<file path="src/hdl/assert_macros.svh">
// Assertion macros for the RTL of the deque, included by circular_deque.sv.
`ifndef ASSERT_MACROS_SVH
`define ASSERT_MACROS_SVH

// Same-cycle implication, disabled while reset is active.
`define ASSERT_SAME(label, clk, rst_n, ante, cons) \
    label: assert property (@(posedge clk) disable iff (!rst_n) (ante) |-> (cons)) \
        else $error("deque check failed");

// Next-cycle implication, disabled while reset is active.
`define ASSERT_NEXT(label, clk, rst_n, ante, cons) \
    label: assert property (@(posedge clk) disable iff (!rst_n) (ante) |=> (cons)) \
        else $error("deque check failed");

`endif

</file>
<file path="src/hdl/cdq_pkg.sv">
// Package with the action and status codes of the circular deque.
`default_nettype none

package cdq_pkg;

    typedef enum logic [1:0] {
        ACT_PUSH_FRONT = 2'd0,
        ACT_PUSH_REAR  = 2'd1,
        ACT_POP_FRONT  = 2'd2,
        ACT_POP_REAR   = 2'd3
    } action_t;

    typedef enum logic [1:0] {
        ST_OK        = 2'd0,
        ST_OVERFLOW  = 2'd1,
        ST_UNDERFLOW = 2'd2
    } status_t;

    localparam int unsigned DATA_W = 32;
    localparam int unsigned OCC_W  = 4;

endpackage

`default_nettype wire

</file>
<file path="src/hdl/circular_deque.sv">
// Latency: a result is offered in the cycle after its item is accepted.
// Throughput: one item per cycle; the input stalls only while a result waits
// and the output side stalls, since the single result register must hold it.
// Pointers and count update at acceptance; a pop reads the storage RAM at that
// edge and the registered read word feeds the result directly.
// Reset empties the queue and drops any pending result; the RAM is not cleared.
`default_nettype none
`include "assert_macros.svh"

module circular_deque #(
    parameter int unsigned DEPTH = 8
) (
    input  wire logic                               clk,
    input  wire logic                               rst_n,
    input  wire logic                               in_valid,
    output logic                                    in_stall,
    input  wire logic [1:0]                         action,
    input  wire logic signed [cdq_pkg::DATA_W-1:0]  data_in,
    output logic                                    out_valid,
    input  wire logic                               out_stall,
    output logic [1:0]                              status,
    output logic signed [cdq_pkg::DATA_W-1:0]       data_out,
    output logic [cdq_pkg::OCC_W-1:0]               occupancy
);

    localparam int unsigned AW = (DEPTH > 1) ? $clog2(DEPTH) : 1;
    localparam int unsigned CW = $clog2(DEPTH + 1);

    logic [AW-1:0] head_reg, head_next;
    logic [AW-1:0] tail_reg, tail_next;
    logic [CW-1:0] count_reg, count_next;

    logic                              out_valid_reg, out_valid_next;
    cdq_pkg::status_t                  status_reg, status_next;
    logic                              pop_ok_reg, pop_ok_next;
    logic [cdq_pkg::OCC_W-1:0]         occ_reg, occ_next;
    logic [cdq_pkg::DATA_W-1:0]        rdata_reg;

    logic [cdq_pkg::DATA_W-1:0]        mem [DEPTH];

    cdq_pkg::action_t act;
    logic             accept;
    logic             is_push;
    logic             full;
    logic             empty;
    logic             wr_en;
    logic             rd_en;
    logic [AW-1:0]    wr_addr;
    logic [AW-1:0]    rd_addr;

    function automatic logic [AW-1:0] idx_inc(input logic [AW-1:0] i);
        return (i == AW'(DEPTH - 1)) ? '0 : i + AW'(1);
    endfunction

    function automatic logic [AW-1:0] idx_dec(input logic [AW-1:0] i);
        return (i == '0) ? AW'(DEPTH - 1) : i - AW'(1);
    endfunction

    assign act      = cdq_pkg::action_t'(action);
    assign in_stall = out_valid_reg && out_stall;
    assign accept   = in_valid && !in_stall;
    assign full     = (count_reg == CW'(DEPTH));
    assign empty    = (count_reg == '0);

    always_comb
    begin
        unique case (act)
            cdq_pkg::ACT_PUSH_FRONT, cdq_pkg::ACT_PUSH_REAR: is_push = 1'b1;
            default:                                         is_push = 1'b0;
        endcase
    end

    // Pointer, count and RAM control for the accepted item.
    always_comb
    begin
        head_next   = head_reg;
        tail_next   = tail_reg;
        count_next  = count_reg;
        status_next = cdq_pkg::ST_OK;
        pop_ok_next = 1'b0;
        wr_en       = 1'b0;
        rd_en       = 1'b0;
        wr_addr     = '0;
        rd_addr     = (act == cdq_pkg::ACT_POP_FRONT) ? head_reg : tail_reg;
        if (is_push)
        begin
            if (full)
            begin
                status_next = cdq_pkg::ST_OVERFLOW;
            end
            else
            begin
                wr_en      = accept;
                count_next = count_reg + CW'(1);
                // The first entry always lands at slot zero, whichever end is named.
                if (empty)
                begin
                    head_next = '0;
                    tail_next = '0;
                    wr_addr   = '0;
                end
                else if (act == cdq_pkg::ACT_PUSH_FRONT)
                begin
                    head_next = idx_dec(head_reg);
                    wr_addr   = head_next;
                end
                else
                begin
                    tail_next = idx_inc(tail_reg);
                    wr_addr   = tail_next;
                end
            end
        end
        else
        begin
            if (empty)
            begin
                status_next = cdq_pkg::ST_UNDERFLOW;
            end
            else
            begin
                rd_en       = accept;
                pop_ok_next = 1'b1;
                count_next  = count_reg - CW'(1);
                if (count_reg == CW'(1))
                begin
                    head_next = '0;
                    tail_next = '0;
                end
                else if (act == cdq_pkg::ACT_POP_FRONT)
                begin
                    head_next = idx_inc(head_reg);
                end
                else
                begin
                    tail_next = idx_dec(tail_reg);
                end
            end
        end
    end

    always_comb
    begin
        occ_next       = cdq_pkg::OCC_W'(count_next);
        out_valid_next = accept || (out_valid_reg && out_stall);
    end

    always_ff @(posedge clk or negedge rst_n)
    begin
        if (!rst_n)
        begin
            head_reg      <= '0;
            tail_reg      <= '0;
            count_reg     <= '0;
            out_valid_reg <= 1'b0;
        end
        else
        begin
            out_valid_reg <= out_valid_next;
            if (accept)
            begin
                head_reg  <= head_next;
                tail_reg  <= tail_next;
                count_reg <= count_next;
            end
        end
    end

    always_ff @(posedge clk)
    begin
        if (accept)
        begin
            status_reg <= status_next;
            pop_ok_reg <= pop_ok_next;
            occ_reg    <= occ_next;
        end
    end

    // Storage RAM: one write port, one registered read port.
    always_ff @(posedge clk)
    begin
        if (wr_en)
        begin
            mem[wr_addr] <= data_in;
        end
        if (rd_en)
        begin
            rdata_reg <= mem[rd_addr];
        end
    end

    assign out_valid = out_valid_reg;
    assign status    = status_reg;
    assign occupancy = occ_reg;
    assign data_out  = pop_ok_reg ? rdata_reg : '0;

    `ASSERT_SAME(a_count_range, clk, rst_n, 1'b1, count_reg <= CW'(DEPTH))
    `ASSERT_SAME(a_empty_home, clk, rst_n, empty, (head_reg == '0) && (tail_reg == '0))
    `ASSERT_NEXT(a_result_follows, clk, rst_n, accept, out_valid_reg)
    `ASSERT_NEXT(a_refused_keeps, clk, rst_n, accept && is_push && full, count_reg == $past(count_reg))

endmodule

`default_nettype wire

</file>
<file path="config.mk">
export PLATFORM = sky130hd
export DESIGN_NAME = circular_deque
export DESIGN_NICKNAME = d
export VERILOG_FILES = /design/src/hdl/cdq_pkg.sv /design/src/hdl/circular_deque.sv
export VERILOG_INCLUDE_DIRS = /design/src /design/src/hdl
export SDC_FILE = /design/constraint.sdc
export NUM_CORES = 1
export LEC_CHECK = 0
export BUFFER_PORTS_ARGS = -buffer_cell sky130_fd_sc_hd__buf_2
export CORE_MARGIN = 3
export CORE_UTILIZATION = 55
export DETAILED_ROUTE_END_ITERATION = 10
export PLACE_DENSITY = 0.73
export SETUP_SLACK_MARGIN = 0.15
export SLEW_MARGIN = 30
export SYNTH_ARGS = -nofsm -noshare
export SYNTH_HDL_FRONTEND = slang
export SYNTH_SLANG_ARGS = --single-unit
</file>
<file path="constraint.sdc">
create_clock -name clk -period 4.8 [get_ports clk]
set_input_delay 0.72 -clock clk [delete_from_list [all_inputs] [get_ports clk]]
set_output_delay 0.72 -clock clk [all_outputs]
set_load 0.01 [all_outputs]
</file>
==> results <==
- The top metal layer carrying routed signals is met5.
- The clock latency of the later-clocked register in the worst-skew pair is 570 ps.
- The path class of the tightest hold or removal check is primary input to async pin.
- IR analysis of the VDD net gives a maximum drop of slightly above 0.4 mV.
- Hold repair after CTS inserted 0 buffers.
- Sequential cells were found to cover 67.77% of the synthesized design area.
- Buffers placed on the I/O ports in this run total 77.
- The synthesized design contains 306 register bits.
- The number of enable flip-flop cells after synthesis is 295.
- Among all flip-flop cells after synthesis, the most frequent one is edfxtp_1.
- Counting every sink on the clock net gives 306.
- The post-route netlist has between 10% and 20% of its cells at a drive strength greater than 1.
- The total overflow reported by the global router is 0.
- In this run the horizontal extent of the chip is around 160 um.
- The most frequently used cell type in the post-synthesis netlist is edfxtp_1.
- The arrival time reported for the critical path endpoint is 3570 ps.
- The DRC marker count from the first detailed-route iteration is 816.
- The number of antenna violations at the first check in global routing came to 1.
- The worst register-to-register path ends at mem[4][8].
- Compared with the post-synthesis result, the final layout area differs by 12.69%.
- The standard cell area after detailed placement is 14160 um^2.
- The number of detailed-routing iterations run before antenna repair is 5.
- The via count of the first global-routing pass is 8373.
- After layout, the minimum clock period comes to 3351 ps.
- The initial utilization of the core area, before any placement, comes to 56.74%.
- Static timing analysis puts the maximum clock frequency at 298.4 MHz.
- The weighted congestion at the end of routability-driven global placement is 0.7737.
- The worst setup path is captured at a flip-flop.
- The global routing usage summed across all routing layers is 22.59%.
- The total of warnings raised by yosys is 0.
- The H-tree depth is 1.
- The number of violations of the max-capacitance limit is 0.
- STA classifies the critical path startpoint as a flip-flop.
- The areal power density over the cells is 520.7 nW/um^2.
- On the final layout, the worst hold slack is 40.99 ps.
- The final instance count without filler cells is 1375.
- Counting flops with an async set or reset pin after synthesis yields a share of 3.595%.
- At the worst endpoint, the required time is 5020 ps.
- For flop-to-flop paths, the worst setup slack is 1450 ps.
- The clock arrives with 16.11 ps of skew.
- The run finished with clean final reports.
- In the final routing, the length of wire on met1 measures 12670 um.
- The clock input transition at the sequential cells of the worst setup and hold paths is 60 ps.
- The floorplan has 56 rows.
- The largest fanout of any net on the critical path is 40.
- The die covers 26420 um^2.
- The compound-cell area share of the yosys netlist is 17.75%.
- Once detail routing completed, the nets flagged for antenna violations numbered 0.
- At the pin with the least slew margin, the transition time is 870.1 ps.
- The maximum root-to-sink buffer count is 3.
- The length in cells of the worst reg-to-reg path is 7.
- Summing every instance area after synthesis gives around 13000 um^2.
- The post-synthesis xor/xnor area fraction is 0.1950%.
- The synthesized instance count is 977.
- The combinational family with the most area after synthesis is compound AO/OA/AOI/OAI gates.
- The switching share of total power is 31.87%.
- The final-report max-slew violation count is 0.
- TritonCTS built the clock tree.
- Registers are responsible for 43.7% of the overall power.
- The post-cts repair resize count is 0.
- Of the total synthesized cell area, the portion taken by AND, OR, NAND and NOR gates is 5.858%.
- The number of nets handed over by synthesis was 1026.
- The internal power is about 5.4 mW.
- The average wire length per cell after detail routing is 21.60 um.
- Cells fill 63.94% of the core in the end.
- The final setup violation count is 0.
- The pin count of the biggest net entering global routing is 96.
- The startpoint of the worst register-to-register path is tail_reg[0].
- After synthesis, the share of cell area in mux cells is 0.3992%.
- In the routed layout, each cell is associated on average with a via count of roughly 6.2.
- The repair_antennas step left the layout with diodes totalling 0.
- The remaining design rule violation count is 0.
- The count of endpoints failing hold in the final timing report is 0.
- Summed over its instances, the top area cell type makes up around 66% of the synthesized netlist area.
- The register with the most flip-flops in the layout has 256 of them.
- The post-route cell area is 15190 um^2.
- The critical path is of the flip-flop to flip-flop type.
- The final layout contains routed wiring with a total length of 29700 um.
- The global-route wire length before repair is 47080 um.
- Combinational logic burns a little over a quarter of the power.
- In the final timing run, aggregate negative setup slack is 0 ps.
- The synthesized netlist devotes 1.021% of its cell area to adder and majority cells.
- The final period utilization is 69.81%.
- Buffers added to address setup during post-CTS repair amount to 0.
- A synthesized cell averages between 10 and 15 um^2.
- The total CTS buffers is 31.
- The total leakage power is between 5 and 6 nW.
- The net total in the final layout is 1080.
- The net switching power is approximately 2.5 mW.
- The most critical setup path has its startpoint at tail_reg[0].
- Ranked by instance count, the synthesized netlist is headed by edfxtp_1 (295), a211oi_1 (233), inv_1 (136), buf_2 (37), and2_1 (36).
- The cell count after placement is 1316.
- By area the synthesized netlist is led by edfxtp_1 (66%), a211oi_1 (13%), inv_1 (3.8%).
- In this run the worst setup path terminates at mem[4][8].
- The HPWL after detailed placement is roughly 16000 um.
- In the detailed route, the total length drawn on met3 is 1717 um.
- Setup repair after global routing left no endpoint under its margin.
- The number of I/O pins is 78.
- The area of the core is 23750 um^2.
- The routed layout has 8462 vias.
- Synthesis instantiated 57 different standard cells from the library.
- The relative contribution of the clock network to total power is 29.9%.
- Of all cell types, the one taking the most synthesized area is edfxtp_1.
- Wire segments on met2 add up to 14460 um in the final route.
- After filler insertion, the fill cell instance count of the layout stands at 1736.
- The worst pin sits at a relative slew slack of 41.87%.
- The buffer type at the clock tree root is clkbuf_16.
- In this run the vertical extent of the chip is 162.5 um.
==> power groups by stage <==
| stage | Sequential [mW] | Clock, mW | Combinational, mW |
|---|---|---|---|
| 4_1_cts | 3.45 | 2.39 | 2.06 |
| 2_1_floorplan | 3.41 | 0 | 1.52 |
| 5_1_grt | 3.48 | 2.50 | 2.31 |
| 3_5_place_dp | 3.51 | 0 | 2.06 |
| 6_report | 3.46 | 2.36 | 2.09 |
| 3_3_place_gp | 3.50 | 0 | 2.00 |
==> through the flow <==
stage / total power [mW] / setup slack [ps]
floorplan: 4.928 / 320.7
global placement: 5.505 / 1429
detailed placement: 5.565 / 1415
CTS: 7.906 / 1441
global route: 8.291 / 1278
finish: 7.907 / 1449
==> worst min-delay path by stage <==
stage | start | end
after floorplan | rst_n | count_reg[0]
after global placement | head_reg[0] | head_reg[0]
after detailed placement | head_reg[0] | head_reg[0]
after CTS | rst_n | head_reg[1]
after global routing | rst_n | head_reg[1]
final | rst_n | head_reg[1]
==> logic make-up (layout without fill, tap and decap cells) <==
logic type      Yosys count  after routing
xor+xnor                  3              3
flops                   306            306
mux                       5              5
simple gates            131            131
compound gates          302            302
buf+inv                 219            298
fa+ha+maj                11             11
==> worst max-delay path, cell delays in order (launching register included) <==
cell and delay [ps]:
dfrtp_4 760, inv_1 180, ha_1 350, nor2b_1 160
a21oi_1 360, nor3_1 190, nor2_4 520, buf_4 470
==> metal layers <==
metal	global-route usage [%]	vias up
met5	0	-
met4	6.805	2
met3	3.103	68
met1	31.73	4176
li1	-	3900
met2	37.23	316
==> placed cells by master, fill, tap and decap left out, drive strengths merged, types with 2 or more instances in the layout <==
| cell | synthesis | routed |
|---|---|---|
| a211oi | 256 | 256 |
| and4bb | 2 | 2 |
| a21oi | 7 | 7 |
| mux2i | 2 | 2 |
| and3b | 2 | 2 |
| nor3b | 2 | 2 |
| edfxtp | 295 | 295 |
| clkbuf | 31 | 43 |
| nor2b | 5 | 5 |
| a22oi | 2 | 2 |
| or2 | 2 | 2 |
| bufinv | 0 | 3 |
| nand2 | 7 | 7 |
| o21ai | 8 | 8 |
| mux2 | 3 | 3 |
| or3 | 2 | 2 |
| o211a | 2 | 2 |
| nor3 | 10 | 10 |
| o211ai | 2 | 2 |
| nor2 | 14 | 14 |
| dfrtp | 11 | 11 |
| o221ai | 2 | 2 |
| clkinv | 1 | 11 |
| buf | 50 | 102 |
| a21o | 3 | 3 |
| xnor2 | 3 | 3 |
| o31ai | 4 | 4 |
| inv | 137 | 138 |
| a221oi | 2 | 2 |
| nand2b | 3 | 3 |
| ha | 11 | 11 |
| nor4 | 33 | 33 |
| a31oi | 5 | 5 |
| nand3 | 5 | 5 |
| and2 | 36 | 36 |
| or3b | 2 | 2 |
==> cell type report <==
| class | instances | area, um^2 | share of cell area, % |
|---|---|---|---|
| clock buffer | 43 | 840.8 | 5.536 |
| clock inverter | 15 | 165.2 | 1.087 |
| inverter | 138 | 518.0 | 3.411 |
| multi-input combinational | 452 | 3537 | 23.29 |
| sequential | 306 | 9138 | 60.17 |
| tap | 319 | 399.1 | 2.628 |
| timing repair buffer | 102 | 589.3 | 3.880 |
(Power assumes the default switching activity.)
